## src/rtl/msseq_pkg.sv

```systemverilog
`default_nettype none

package msseq_pkg;

    // Score memory depth; positions are 12 bits wide, so the next index wraps at 4096
    localparam int unsigned SCORE_DEPTH = 4096;
    localparam int unsigned POS_W       = 12;

    // Entry codes and argument markers
    localparam logic [7:0] END_MARK       = 8'hFE;
    localparam logic [7:0] CODE_REST      = 8'hFF;
    localparam logic [7:0] CODE_BEAT      = 8'hFD;
    localparam logic [7:0] CODE_TRANSPOSE = 8'hFC;
    localparam logic [7:0] CODE_MARK      = 8'hFB;
    localparam logic [7:0] CODE_REPEAT    = 8'hFA;

    // Configuration register indexes and reset values
    localparam logic       CFG_DEFAULT_BEAT = 1'b0;
    localparam logic       CFG_GAP          = 1'b1;
    localparam logic [7:0] RESET_BEAT       = 8'd150;
    localparam logic [7:0] RESET_GAP        = 8'd5;

    localparam logic [8:0] PITCH_COUNT = 9'd100;

    // Depth of the decoded-command queue between front and back
    localparam int unsigned QUEUE_DEPTH = 2;

    typedef struct packed {
        logic [POS_W-1:0] position;
        logic [7:0]       entry_code;
        logic [7:0]       entry_arg;
        logic             start_of_score;
    } entry_t;

    typedef struct packed {
        logic [POS_W-1:0] next_position;
        logic             timed;
        logic             tone_on;
        logic [15:0]      reload_value;
        logic [15:0]      sound_ms;
        logic [7:0]       silence_ms;
        logic             finished;
        logic             bad_pitch;
    } result_t;

    // Decoded command word: everything the back end needs to build a result
    typedef struct packed {
        logic [POS_W-1:0] next_position;
        logic             timed;
        logic             tone_on;
        logic             finished;
        logic             bad_pitch;
        logic [6:0]       pitch_idx;
        logic [7:0]       full_beats;
        logic [7:0]       beat_ms;
        logic [7:0]       last_ms;
        logic [7:0]       silence_ms;
    } cmd_t;

    function automatic logic [15:0] pitch_reload(input logic [6:0] idx);
        logic [15:0] r;
        unique case (idx)
            7'd0:  r = 16'h91E9;  7'd1:  r = 16'h9813;  7'd2:  r = 16'h9DE8;
            7'd3:  r = 16'hA374;  7'd4:  r = 16'hA89F;  7'd5:  r = 16'hAD8B;
            7'd6:  r = 16'hB225;  7'd7:  r = 16'hB688;  7'd8:  r = 16'hBAAA;
            7'd9:  r = 16'hBE8C;  7'd10: r = 16'hC23B;  7'd11: r = 16'hC5B1;
            7'd12: r = 16'hC8F4;  7'd13: r = 16'hCC0D;  7'd14: r = 16'hCEF8;
            7'd15: r = 16'hD1B7;  7'd16: r = 16'hD450;  7'd17: r = 16'hD6C3;
            7'd18: r = 16'hD915;  7'd19: r = 16'hDB44;  7'd20: r = 16'hDD53;
            7'd21: r = 16'hDF46;  7'd22: r = 16'hE11C;  7'd23: r = 16'hE2D8;
            7'd24: r = 16'hE47B;  7'd25: r = 16'hE607;  7'd26: r = 16'hE77C;
            7'd27: r = 16'hE8DC;  7'd28: r = 16'hEA28;  7'd29: r = 16'hEB62;
            7'd30: r = 16'hEC8A;  7'd31: r = 16'hEDA2;  7'd32: r = 16'hEEAA;
            7'd33: r = 16'hEFA3;  7'd34: r = 16'hF08E;  7'd35: r = 16'hF16C;
            7'd36: r = 16'hF23D;  7'd37: r = 16'hF303;  7'd38: r = 16'hF3BE;
            7'd39: r = 16'hF46E;  7'd40: r = 16'hF514;  7'd41: r = 16'hF5B1;
            7'd42: r = 16'hF645;  7'd43: r = 16'hF6D1;  7'd44: r = 16'hF755;
            7'd45: r = 16'hF7D1;  7'd46: r = 16'hF847;  7'd47: r = 16'hF8B6;
            7'd48: r = 16'hF91F;  7'd49: r = 16'hF982;  7'd50: r = 16'hF9DF;
            7'd51: r = 16'hFA37;  7'd52: r = 16'hFA8A;  7'd53: r = 16'hFAD9;
            7'd54: r = 16'hFB23;  7'd55: r = 16'hFB68;  7'd56: r = 16'hFBAA;
            7'd57: r = 16'hFBE9;  7'd58: r = 16'hFC23;  7'd59: r = 16'hFC5B;
            7'd60: r = 16'hFC8F;  7'd61: r = 16'hFCC1;  7'd62: r = 16'hFCEF;
            7'd63: r = 16'hFD1B;  7'd64: r = 16'hFD45;  7'd65: r = 16'hFD6C;
            7'd66: r = 16'hFD91;  7'd67: r = 16'hFDB4;  7'd68: r = 16'hFDD5;
            7'd69: r = 16'hFDF4;  7'd70: r = 16'hFE12;  7'd71: r = 16'hFE2D;
            7'd72: r = 16'hFE48;  7'd73: r = 16'hFE60;  7'd74: r = 16'hFE78;
            7'd75: r = 16'hFE8E;  7'd76: r = 16'hFEA3;  7'd77: r = 16'hFEB6;
            7'd78: r = 16'hFEC9;  7'd79: r = 16'hFEDA;  7'd80: r = 16'hFEEB;
            7'd81: r = 16'hFEFA;  7'd82: r = 16'hFF09;  7'd83: r = 16'hFF17;
            7'd84: r = 16'hFF24;  7'd85: r = 16'hFF30;  7'd86: r = 16'hFF3C;
            7'd87: r = 16'hFF47;  7'd88: r = 16'hFF51;  7'd89: r = 16'hFF5B;
            7'd90: r = 16'hFF64;  7'd91: r = 16'hFF6D;  7'd92: r = 16'hFF75;
            7'd93: r = 16'hFF7D;  7'd94: r = 16'hFF84;  7'd95: r = 16'hFF8B;
            7'd96: r = 16'hFF92;  7'd97: r = 16'hFF98;  7'd98: r = 16'hFF9E;
            7'd99: r = 16'hFFA3;
            default: r = 16'h0000;
        endcase
        return r;
    endfunction

endpackage

`default_nettype wire

```

## src/rtl/melody_score_sequencer_core.sv

```systemverilog
`default_nettype none

// Melody score sequencer: takes one score entry word per cycle on the entry
// channel and returns one result word per entry, in order, on the result
// channel. The front end decodes each entry against the running beat,
// transpose and repeat state and updates that state in the same cycle, so
// entries flow back to back at one word per clock while the command queue
// has room. A two-word command queue parts the front end from the back end,
// which forms the sound time with one 8x8 multiply, looks up the timer
// reload word and holds the result in an output register. An accepted entry
// is written into the queue and moves on into the output register when that
// register is free or being taken; result valid is its valid flag. A new
// gap applies from the next entry, a new default beat from the next score
// start. Configuration writes (default beat, gap) must be made by the user
// while the block is idle; the block does not enforce this.
module melody_score_sequencer_core (
    input  wire logic                 clk,
    input  wire logic                 rst_n,
    // Configuration write port
    input  wire logic                 cfg_en,
    input  wire logic                 cfg_index,
    input  wire logic [7:0]           cfg_data,
    // Entry channel
    input  wire logic                 entry_valid,
    output logic                      entry_ready,
    input  wire msseq_pkg::entry_t    entry,
    // Result channel
    output logic                      result_valid,
    input  wire logic                 result_ready,
    output msseq_pkg::result_t        result
);
    import msseq_pkg::*;

    cmd_t front_cmd;
    cmd_t queue_head;
    logic queue_full;
    logic queue_has_word;
    logic queue_pop;
    logic entry_take;

    // Accept a word whenever the queue has room; the queue absorbs a stalled back end
    assign entry_ready = !queue_full;
    assign entry_take  = entry_valid && entry_ready;

    msseq_front u_front (
        .clk       (clk),
        .rst_n     (rst_n),
        .cfg_en    (cfg_en),
        .cfg_index (cfg_index),
        .cfg_data  (cfg_data),
        .take      (entry_take),
        .entry     (entry),
        .cmd       (front_cmd)
    );

    msseq_queue u_queue (
        .clk       (clk),
        .rst_n     (rst_n),
        .push      (entry_take),
        .push_word (front_cmd),
        .pop       (queue_pop),
        .full      (queue_full),
        .not_empty (queue_has_word),
        .head      (queue_head)
    );

    // Drain the queue into the output register whenever it is free or being taken
    msseq_back u_back (
        .clk          (clk),
        .rst_n        (rst_n),
        .cmd_valid    (queue_has_word),
        .cmd          (queue_head),
        .cmd_pop      (queue_pop),
        .result_valid (result_valid),
        .result_ready (result_ready),
        .result       (result)
    );

endmodule

`default_nettype wire

```

## src/rtl/msseq_front.sv

```systemverilog
`default_nettype none

module msseq_front (
    input  wire logic            clk,
    input  wire logic            rst_n,
    input  wire logic            cfg_en,
    input  wire logic            cfg_index,
    input  wire logic [7:0]      cfg_data,
    input  wire logic            take,
    input  wire msseq_pkg::entry_t entry,
    output msseq_pkg::cmd_t      cmd
);
    import msseq_pkg::*;

    logic [7:0]       default_beat_reg, default_beat_next;
    logic [7:0]       gap_reg, gap_next;
    logic [7:0]       beat_reg, beat_next;
    logic [7:0]       transpose_reg, transpose_next;
    logic [POS_W-1:0] mark_reg, mark_next;
    logic [7:0]       repeats_reg, repeats_next;

    // State as seen by this entry, after an optional score-start reset
    logic [7:0]       beat_cur, transpose_cur, repeats_cur;
    logic [POS_W-1:0] mark_cur;
    logic [8:0]       pitch_sum;

    always_comb
    begin
        default_beat_next = default_beat_reg;
        gap_next          = gap_reg;
        if (cfg_en)
        begin
            unique case (cfg_index)
                CFG_DEFAULT_BEAT: default_beat_next = cfg_data;
                CFG_GAP:          gap_next          = cfg_data;
                default:          gap_next          = gap_reg;
            endcase
        end
    end

    always_comb
    begin
        beat_cur      = entry.start_of_score ? default_beat_reg : beat_reg;
        transpose_cur = entry.start_of_score ? 8'd0 : transpose_reg;
        mark_cur      = entry.start_of_score ? '0 : mark_reg;
        repeats_cur   = entry.start_of_score ? 8'd0 : repeats_reg;
        pitch_sum     = {entry.entry_code[7], entry.entry_code}
                      + {transpose_cur[7], transpose_cur};

        beat_next      = beat_cur;
        transpose_next = transpose_cur;
        mark_next      = mark_cur;
        repeats_next   = repeats_cur;

        cmd               = '0;
        cmd.next_position = entry.position + POS_W'(1);
        cmd.pitch_idx     = pitch_sum[6:0];

        priority if (entry.entry_arg == END_MARK)
        begin
            cmd.finished      = 1'b1;
            cmd.next_position = entry.position;
        end
        else if (entry.entry_code == CODE_BEAT)
        begin
            beat_next = entry.entry_arg;
        end
        else if (entry.entry_code == CODE_TRANSPOSE)
        begin
            transpose_next = entry.entry_arg;
        end
        else if (entry.entry_code == CODE_MARK)
        begin
            mark_next    = entry.position;
            repeats_next = entry.entry_arg;
        end
        else if (entry.entry_code == CODE_REPEAT)
        begin
            if (repeats_cur != 8'd0)
            begin
                cmd.next_position = mark_cur + POS_W'(1);
            end
            repeats_next = repeats_cur - 8'd1;
        end
        else
        begin
            cmd.timed      = 1'b1;
            cmd.silence_ms = gap_reg;
            cmd.full_beats = entry.entry_arg - 8'd1;
            cmd.beat_ms    = beat_cur;
            cmd.last_ms    = (beat_cur > gap_reg) ? beat_cur - gap_reg : 8'd0;
            if (entry.entry_code != CODE_REST)
            begin
                // Index must land in 0..99 as a signed sum
                if (!pitch_sum[8] && (pitch_sum < PITCH_COUNT))
                begin
                    cmd.tone_on = 1'b1;
                end
                else
                begin
                    cmd.bad_pitch = 1'b1;
                end
            end
        end
    end

    always_ff @(posedge clk or negedge rst_n)
    begin
        if (!rst_n)
        begin
            default_beat_reg <= RESET_BEAT;
            gap_reg          <= RESET_GAP;
            beat_reg         <= RESET_BEAT;
            transpose_reg    <= '0;
            mark_reg         <= '0;
            repeats_reg      <= '0;
        end
        else
        begin
            default_beat_reg <= default_beat_next;
            gap_reg          <= gap_next;
            if (take)
            begin
                beat_reg      <= beat_next;
                transpose_reg <= transpose_next;
                mark_reg      <= mark_next;
                repeats_reg   <= repeats_next;
            end
        end
    end

endmodule

`default_nettype wire

```

## src/rtl/msseq_queue.sv

```systemverilog
`default_nettype none

module msseq_queue (
    input  wire logic            clk,
    input  wire logic            rst_n,
    input  wire logic            push,
    input  wire msseq_pkg::cmd_t push_word,
    input  wire logic            pop,
    output logic                 full,
    output logic                 not_empty,
    output msseq_pkg::cmd_t      head
);
    import msseq_pkg::*;

    localparam int unsigned PTR_W = (QUEUE_DEPTH > 1) ? $clog2(QUEUE_DEPTH) : 1;
    localparam int unsigned CNT_W = $clog2(QUEUE_DEPTH + 1);

    cmd_t             slot_reg [QUEUE_DEPTH];
    logic [PTR_W-1:0] wr_ptr_reg, wr_ptr_next;
    logic [PTR_W-1:0] rd_ptr_reg, rd_ptr_next;
    logic [CNT_W-1:0] count_reg, count_next;

    assign full      = (count_reg == CNT_W'(QUEUE_DEPTH));
    assign not_empty = (count_reg != '0);
    assign head      = slot_reg[rd_ptr_reg];

    always_comb
    begin
        wr_ptr_next = wr_ptr_reg;
        rd_ptr_next = rd_ptr_reg;
        if (push)
        begin
            wr_ptr_next = (wr_ptr_reg == PTR_W'(QUEUE_DEPTH - 1)) ? '0 : wr_ptr_reg + PTR_W'(1);
        end
        if (pop)
        begin
            rd_ptr_next = (rd_ptr_reg == PTR_W'(QUEUE_DEPTH - 1)) ? '0 : rd_ptr_reg + PTR_W'(1);
        end
        count_next = count_reg + CNT_W'(push) - CNT_W'(pop);
    end

    always_ff @(posedge clk or negedge rst_n)
    begin
        if (!rst_n)
        begin
            wr_ptr_reg <= '0;
            rd_ptr_reg <= '0;
            count_reg  <= '0;
        end
        else
        begin
            wr_ptr_reg <= wr_ptr_next;
            rd_ptr_reg <= rd_ptr_next;
            count_reg  <= count_next;
        end
    end

    always_ff @(posedge clk)
    begin
        if (push)
        begin
            slot_reg[wr_ptr_reg] <= push_word;
        end
    end

endmodule

`default_nettype wire

```

## src/rtl/msseq_back.sv

```systemverilog
`default_nettype none

module msseq_back (
    input  wire logic            clk,
    input  wire logic            rst_n,
    input  wire logic            cmd_valid,
    input  wire msseq_pkg::cmd_t cmd,
    output logic                 cmd_pop,
    output logic                 result_valid,
    input  wire logic            result_ready,
    output msseq_pkg::result_t   result
);
    import msseq_pkg::*;

    logic    out_valid_reg, out_valid_next;
    result_t out_reg, out_next;
    logic [15:0] beats_product;
    logic [16:0] sound_sum;

    assign cmd_pop      = cmd_valid && (!out_valid_reg || result_ready);
    assign result_valid = out_valid_reg;
    assign result       = out_reg;

    always_comb
    begin
        beats_product = cmd.full_beats * cmd.beat_ms;
        sound_sum     = {1'b0, beats_product} + {9'd0, cmd.last_ms};

        out_next               = '0;
        out_next.next_position = cmd.next_position;
        out_next.timed         = cmd.timed;
        out_next.tone_on       = cmd.tone_on;
        out_next.reload_value  = cmd.tone_on ? pitch_reload(cmd.pitch_idx) : 16'd0;
        out_next.sound_ms      = sound_sum[15:0];
        out_next.silence_ms    = cmd.silence_ms;
        out_next.finished      = cmd.finished;
        out_next.bad_pitch     = cmd.bad_pitch;

        out_valid_next = cmd_pop ? 1'b1 : (result_ready ? 1'b0 : out_valid_reg);
    end

    always_ff @(posedge clk or negedge rst_n)
    begin
        if (!rst_n)
        begin
            out_valid_reg <= 1'b0;
        end
        else
        begin
            out_valid_reg <= out_valid_next;
        end
    end

    always_ff @(posedge clk)
    begin
        if (cmd_pop)
        begin
            out_reg <= out_next;
        end
    end

endmodule

`default_nettype wire

```

## config.mk

```make
export PLATFORM = sky130hd
export DESIGN_NAME = melody_score_sequencer_core
export DESIGN_NICKNAME = d
export VERILOG_FILES = /design/src/rtl/msseq_pkg.sv /design/src/rtl/melody_score_sequencer_core.sv /design/src/rtl/msseq_front.sv /design/src/rtl/msseq_queue.sv /design/src/rtl/msseq_back.sv
export SDC_FILE = /design/constraint.sdc
export NUM_CORES = 1
export LEC_CHECK = 0
export BUFFER_PORTS_ARGS = -buffer_cell sky130_fd_sc_hd__buf_2
export CAP_MARGIN = 20
export CORE_MARGIN = 2
export CORE_UTILIZATION = 55
export DETAILED_ROUTE_END_ITERATION = 10
export GPL_TIMING_DRIVEN = 0
export PLACE_DENSITY = 0.74
export SKIP_CTS_REPAIR_TIMING = 1
export SLEW_MARGIN = 20
export SYNTH_ARGS = -nofsm -noshare
export SYNTH_HDL_FRONTEND = slang
export SYNTH_SLANG_ARGS = --single-unit
export TNS_END_PERCENT = 30
```

## constraint.sdc

```tcl
create_clock -name clk -period 6.95 [get_ports clk]
set_input_delay 0.695 -clock clk [delete_from_list [all_inputs] [get_ports clk]]
set_output_delay 0.695 -clock clk [all_outputs]
set_load 0.02 [all_outputs]
```

### Word level (Yosys, flattened, before mapping)

Memory sizes are Yosys's and may differ from the RTL's. A register that Yosys moved wholly into a read port is not among the register bits.
Cells that the tools add are included.

| word-level totals | value |
|---|---|
| register bits after elaboration | 97 |
| bits in latches | 0 |
| RAM bits | 110 |
| ROM bits | 2048 |
| bits of input ports | 43 |
| logic and storage cells | 102 |
| memories kept | 2 |

| operators by class | value |
|---|---|
| $add $sub $neg | 11 |
| multiply operators | 1 |
| div/mod/pow operators | 0 |
| magnitude comparators | 2 |
| equality and inequality tests | 7 |
| shifts and indexed selects | 0 |
| muxes and demuxes | 48 |
| bitwise operators | 1 |
| reductions and logical operators | 13 |

Memory list:

| name | words | width | rd ports | clocked after memory_dff | write ports | line | text |
|---|---|---|---|---|---|---|---|
| (no name shown) | 128 | 16 | 1 | 1 | 0 | msseq_pkg.sv:62 | `unique case (idx)` |
| u_queue.slot_reg | 2 | 55 | 1 | 0 | 1 | msseq_queue.sv:18 | `cmd_t slot_reg [QUEUE_DEPTH];` |

Operators by type and width:

| cell | number |
|---|---|
| 32-bit two-way mux | 5 |
| 8-bit two-way mux | 14 |
| 12-bit two-way mux | 8 |
| 14-bit two-way mux | 3 |
| 8-bit equality test (second input constant) | 5 |
| 12-bit by 1-bit adder with 12-bit output (second input constant) | 2 |
| 16-bit by 8-bit adder with 16-bit output | 1 |
| 8-bit by 8-bit multiplier with 16-bit output | 1 |
| 1-bit two-way mux | 16 |
| 8-bit by 1-bit subtractor with 8-bit output (second input constant) | 2 |
| 8-bit by 8-bit adder with 9-bit output | 1 |
| 9-bit by 7-bit less-than comparator with 1-bit output (second input constant) | 1 |
| 8-bit greater-than comparator | 1 |
| 8-bit inequality test (second input constant) | 1 |
| 8-bit nonzero test | 1 |
| 8-bit subtractor | 1 |
| 1-bit logical NOT | 4 |
| 2-bit two-way mux | 2 |
| 2-bit AND reduction | 2 |
| 2-bit nonzero test | 2 |
| 1-bit logical AND | 3 |
| 1-bit adder (second input constant) | 2 |
| 2-bit by 1-bit adder with 2-bit output | 1 |
| 2-bit equality test (second input constant) | 1 |
| other kinds (3) | 3 |

### Depth between registers and ports, before layout

Gate-level depths: netlist of run 1.

| depth | value |
|---|---|
| depth after elaboration | 11 |
| mapped depth | 21 |

### Cells and area by module

Synthesis of run 1 repeated with hierarchy kept, for this count alone.

| second synthesis, totals | value |
|---|---|
| cell total of the unflattened synthesis | 1357 |
| area total of the unflattened synthesis | 14641.5 µm² |

Modules (own cells, without submodules):

| module | times used | cells each | area each (µm²) |
|---|---|---|---|
| msseq_back | 1 | 615 | 5754.3 |
| msseq_front | 1 | 554 | 4544.4 |
| msseq_queue | 1 | 186 | 4332.9 |
| melody_score_sequencer_core | 1 | 2 | 10.0 |

### Worst setup path before layout of run 1

OpenSTA, ideal clock, no wires.

| timing path | value |
|---|---|
| path type | register to register |
| start | register u_queue.rd_ptr_reg |
| end | register u_back.out_reg (netlist bit u_back.result[24]) (data pin) |
| library setup time | 0.266 ns |
| data arrival time | 5.167 ns |
| data required time | 6.684 ns |
| path slack | 1.517 ns |
| stages on the path, launching flop included | 21 |
| buffers on the path | 5 |
| clock period less this slack | 5.433 ns |
| cell sequence | dfrtp_1 > buf_6 > buf_6 > buf_2 > buf_2 > buf_2 > mux2i_1 > fa_1 > inv_1 > fa_1 > inv_1 > fa_1 > fa_1 > inv_1 > ha_1 > and2_1 > a221oi_1 > o21ai_0 > a41o_1 > o41ai_1 > xnor2_1 |

RTL lines:

| element | line | text |
|---|---|---|
| start: declaration | msseq_queue.sv:20 | `logic [PTR_W-1:0] rd_ptr_reg, rd_ptr_next;` |
| start signal: assignment | msseq_queue.sv:53 | `rd_ptr_reg <= rd_ptr_next;` |
| end signal: assignment | msseq_back.sv:58 | `out_reg <= out_next;` |
| end: declaration | msseq_back.sv:16 | `result_t out_reg, out_next;` |

==> results of run 1 <==
[path summary, 6_finish.rpt]
path                                                         to  slack, ns  depth (start not counted)
worst max-delay path                u_back.result[24]$_DFFE_PP_       0.71                         18
max in group asynchronous        u_front.gap_reg[7]$_DFFE_PN0P_       6.23                          1
worst min-delay path            u_front.mark_reg[8]$_DFFE_PN0P_       0.21                          1
worst min register to register  u_front.beat_reg[3]$_DFFE_PN0P_       0.48                          2
worst max register to register      u_back.result[24]$_DFFE_PP_       0.71                         18
min in group clk                u_back.result_valid$_DFFE_PN0P_       0.34                          2
[kinds of logic after synthesis]
logic type	synth area share, %
simple gates	12.7
compound gates	14.4
flops	45.5
buf+inv	4.79
fa+ha+maj	12.7
mux	7.57
xor+xnor	2.42
[Yosys cell counts, drive strengths merged, types with 6 or more instances]
master	n
edfxtp	166
nand2b	20
nor2b	23
dfstp	10
a21o	10
a311oi	8
o211ai	16
mux2	55
nor3	24
ha	70
nand3	22
fa	46
and3	19
buf	28
inv	99
dfrtp	47
a21oi	70
a22o	21
o21ai	76
or2	12
nand2	72
a211oi	17
xnor2	26
xor2	13
a31oi	13
o22ai	11
mux2i	41
a221oi	8
nor2	146
nand4	6
clkbuf	31
and2	6
[routing by layer]
| metal | GRT usage [%] | vias up | wire length, um |
|---|---|---|---|
| met2 | 43.3 | 514 | 16700 |
| met5 | 0 | - | 0 |
| li1 | - | 5028 | - |
| met1 | 39.1 | 5287 | 15800 |
| met4 | 9.61 | 0 | 1310 |
| met3 | 4.39 | 91 | 2840 |
[area by class of cell]
class / count / area, um2 / area share [%]
clock inverter: 16 / 148 / 0.925
multi-input combinational: 930 / 7050 / 44.2
timing repair buffer: 100 / 608 / 3.81
buffer: 59 / 305 / 1.91
tap: 330 / 413 / 2.59
inverter: 99 / 372 / 2.33
sequential: 223 / 6420 / 40.2
clock buffer: 30 / 644 / 4.04
[critical path: stages (launching register included)]
cell and delay [ns]:
dfrtp_1 0.41, buf_6 0.20, buf_6 0.17, buf_2 0.25
buf_2 0.32, mux2i_1 0.67, or2_2 0.24, fa_1 0.45
fa_1 0.55, inv_1 0.05, fa_1 0.49, fa_1 0.41
ha_1 0.33, and2_1 0.20, a221oi_1 0.29, o21ai_0 0.19
a41o_1 0.31, o41ai_1 0.33, xnor2_1 0.11
[stage by stage]
stage / hold WS (ns) / cells
after floorplan: 0.399 / 1311
after global placement: 0.458 / 1736
after detailed placement: 0.467 / 1741
after CTS: 0.230 / 1787
after global routing: 0.279 / 1787
final: 0.208 / 1787
==> metrics, run 1 <==
dominant synthesized flop cell=edfxtp_1; nets=~1,600; Mapped Area=~14,000 um2; first-pass GRT wire length=~58 mm; clk_skew=around 0.023 ns; area of placed instances=around 15,000 um2; Final Hold Viols=0; GRT Total Usage=27.6%; H-tree levels=1; sequential share of the synthesized area=between 40% and 50%; via count=roughly 11,000; critical path class=flip-flop to flip-flop; total die area=~27,000 um2; WL final=36.6 mm; initial antenna violation count=0; Clock Latency Late Sink=around 0.55 ns; Critical Path Sink Type=flip-flop; vias in the first global route=about 11,000; Die W=between 150 and 200 um; Max-slew headroom=35.4%; worst setup path start=u_queue.rd_ptr_reg$_DFFE_PN0P_; # clock sinks=around 220; layout cells sized above 1=~18%; Worst Hold Class=input pin to async pin; ANT nets after route=0; core area=25,200 um2; ys async rst share=25.6%; Via density=around 6.1; Max Cap Violations=0; Starting DRT DRC Count=approximately 1,000; FMAX=between 150 and 200 MHz; setup TNS=0 ns; fin area=16,000 um2; HPWL after DPL=26.8 mm; Critical Path Fanout Max=10; CTS tree=built; min Tclk post-route=roughly 6.2 ns; RSZ-0062 raised after global routing=false; worst-case clock buffer depth=3; final setup violation count=0; Initial Utilization=56.1%; Die H=between 150 and 200 um; boundary pin count=approximately 100; Ys Warns=0; number of remaining DRC errors=0; Mapped Cells=1,311; Synth area leader=edfxtp_1; FF-to-FF Start=u_queue.rd_ptr_reg$_DFFE_PN0P_; Root Driver=clkbuf_16; Final Slew Violations=0; final worst slack=~0.71 ns; largest net degree at the start of global routing=58; Worst EP required=7.22 ns; TritonCTS buffer count=25; post-layout utilization of the core=between 60% and 70%; Antenna Diode Count=0; syn nets=around 1,500; max reg flops=between 100 and 150; outcome=completed; Reg clk slew, reported paths=approximately 0.060 ns; fill count=slightly above 2,000; commonest non-fill, non-tap cells in the layout=166 x edfxtp_1, 143 x nor2_1, 113 x buf_2, 95 x inv_1, 74 x o21ai_0; number of synthesized register bits=223; TritonRoute pass-1 iters=8; row cnt=between 50 and 60; Area growth syn-to-layout=13.0%; grt ovf=0; pre-CTS setup slack=~0.75 ns; share of the synthesized area in the top cell type=a little over a third; average cell area after synthesis=10.8 um2; gp weighted congestion=a little under 1; Critical Path AT=between 6 and 7 ns; slew at the pin closest to its max-slew limit=0.942 ns; Cell variety after synth=a little under 80; Startpoint Class=flip-flop; EDFF count, synth=~170; largest cells by area after synthesis=edfxtp_1 35%, dfrtp_1 8.3%, fa_1 6.5%, ha_1 6.2%, mux2_2 4.1%; period utilization=between 80% and 90%; most common cell after layout, fill and taps aside=edfxtp_1; WL per Instance=20.5 um; IO buf count=95
Power of run 1 is left out: the tool's default activity adds up to more than one toggle a clock period on the data nets, which glitch-free logic cannot reach.
==> run 2: changes to the inputs <==
CORE_MARGIN = unset   (was 2)
==> run 2 against run 1 <==
  * Worst hold slack gained 0.035 ns
  * Maximum frequency shrank 1.1%
  * Critical path depth is the same
  * Critical path type unchanged
  * Largest cell class unchanged
==> metrics, run 2 (same netlist as run 1, synthesis figures left out) <==
vias in the first global route=10,700 (+1.0%); critical-path cell list=buf_6 > buf_6 > buf_2 > buf_2 > mux2i_1 > or2_2 > fa_1 > fa_1 > inv_1 > fa_1 > fa_1 > ha_1 > and2_1 > a221oi_1 > o21ai_0 > a41o_1 > o41ai_1 > xnor2_1; RSZ-0062 raised after global routing=false; grt ovf=0 (unchanged); critical path buffer and inverter count=5 (unchanged); FMAX=159 MHz (-1.1%); Critical Path Sink Type=flip-flop; nets=1,597 (unchanged); max reg flops=110 (unchanged); H-tree levels=1 (unchanged); initial antenna violation count=0 (unchanged); commonest non-fill, non-tap cells in the layout=166 x edfxtp_1, 143 x nor2_1, 113 x buf_2, 95 x inv_1, 74 x o21ai_0; final setup violation count=0 (unchanged); Worst Hold Class=input pin to async pin; worst-case clock buffer depth=3 (unchanged); TritonRoute pass-1 iters=5 (-3); row cnt=58 (unchanged); period utilization=90.7% (+0.97 points); fill count=2,051 (+0.29%); WL final=37.3 mm (+1.7%); Max Cap Violations=0 (unchanged); crit-path leading delay family=adder cells; clk_skew=0.0171 ns (-0.00607 ns); Area growth syn-to-layout=13.0% (about the same); Starting DRT DRC Count=952 (-8.0%); ANT nets after route=0 (unchanged); number of remaining DRC errors=0 (unchanged); CP max stage delay=0.73 ns (+0.06 ns); core area=25,200 um2 (unchanged); gp weighted congestion=0.979 (-1.1%); Final Hold Viols=0 (unchanged); Reg clk slew, reported paths=0.07 ns (about the same); layout cells sized above 1=18.0% (+0.30 points); boundary pin count=101 (unchanged); Die W=162 um (-1.2%); area of the multi-input gates=7050 um2 (unchanged); IO buf count=95 (unchanged); TritonCTS buffer count=25 (unchanged); HPWL after DPL=27.5 mm (+2.8%); Antenna Diode Count=0 (unchanged); Critical Path AT=6.59 ns (+0.08 ns); most common cell after layout, fill and taps aside=edfxtp_1; r2r setup slk=0.64 ns (-0.07 ns); Worst EP required=7.23 ns (about the same); Max-slew headroom=34.1% (-1.3 points); worst setup path start=u_queue.rd_ptr_reg$_DFFE_PN0P_; setup TNS=0 ns (unchanged); Critical Path Fanout Max=10 (unchanged); Clock Latency Late Sink=0.54 ns (about the same); Startpoint Class=flip-flop; Slowest cell on crit path=mux2i_1; Final Slew Violations=0 (unchanged); FF-to-FF Start=u_queue.rd_ptr_reg$_DFFE_PN0P_; Root Driver=clkbuf_16; WL per Instance=20.9 um (+1.9%); min Tclk post-route=6.31 ns (+0.0675 ns); Via density=6.05 (-0.95%); outcome=completed; # clock sinks=223 (unchanged); CTS tree=built; first-pass GRT wire length=59.5 mm (+3.1%); slew at the pin closest to its max-slew limit=0.988 ns (+0.0465 ns); R2R cell count=18 (unchanged); Storage cell area=6420 um2 (unchanged); GRT Total Usage=29.2% (+1.6 points); Top cell by count, worst path=fa_1; largest net degree at the start of global routing=58 (unchanged); Die H=162 um (-1.2%); Initial Utilization=56.1% (unchanged); total die area=26,300 um2 (-2.4%); reg-to-reg endpoint=u_back.result[24]$_DFFE_PP_; via count=10,800 (-1.1%); critical path class=flip-flop to flip-flop
-- run 2: changes by cell type in the layout (fill, tap and decap cells not counted) --
cell / delta
clkinv_4: +1
inv_8: +1
clkinv_2: +3
clkinvlp_4: -1
clkbuf_1: -2
clkinv_1: -4
-- run 2: area by class of cell --
cell class,instances,area share (%)
well taps,330,2.59
inverters,99,2.33
multi-input cells,930,44.2
clock buffers,28,3.99
flip-flops and latches,223,40.2
plain buffers,59,1.91
clock inverters,16,1.00
repair buffers,100,3.81
-- run 2: stage by stage --
| step | cell area [um2] | util, % | hold WS [ns] | instances | setup WS, ns |
|---|---|---|---|---|---|
| after floorplan | 14100 | - | 0.399 | 1311 | 1.52 |
| after global placement | 15000 | 59.6 | 0.458 | 1736 | 0.473 |
| after detailed placement | 15200 | 60.3 | 0.474 | 1741 | 0.726 |
| after CTS | 16000 | 63.4 | 0.249 | 1785 | 0.664 |
| after global routing | 16000 | 63.4 | 0.295 | 1785 | 0.257 |
| final | 16000 | 63.4 | 0.243 | 1785 | 0.644 |
-- run 2: per-layer routing --
metal	part of all wire, %	track usage, %	wire length, um	vias up
li1	-	-	-	5033
met1	44	41.3	16500	5277
met2	45	45.7	16900	429
met3	7.3	4.90	2710	65
met4	3.0	9.65	1120	0
met5	0	0	0	-
-- run 2: worst max-delay path by stage --
stage	to	slack (ns)	depth (start not counted)
global route	u_back.result[24]$_DFFE_PP_	0.26	18
global placement	u_queue.count_reg[1]$_DFF_PN0_	0.47	8
CTS	u_back.result[24]$_DFFE_PP_	0.66	18
detailed placement	u_back.result[24]$_DFFE_PP_	0.73	18
floorplan	u_back.result[24]$_DFFE_PP_	1.52	20
finish	u_back.result[24]$_DFFE_PP_	0.64	18
-- run 2: worst reg2reg max path, delay by kind of cell (launching register included) --
| family | cells | cell delay (ns) |
|---|---|---|
| adder cells (fa/ha/maj) | 5 | 2.23 |
| flip-flops | 1 | 0.41 |
| multiplexers | 1 | 0.73 |
| AND/OR/NAND/NOR | 2 | 0.45 |
| XOR/XNOR | 1 | 0.11 |
| AO/OA/AOI/OAI | 4 | 1.12 |
| buffers and inverters | 5 | 1.00 |
Power of run 2 is left out for the same reason.
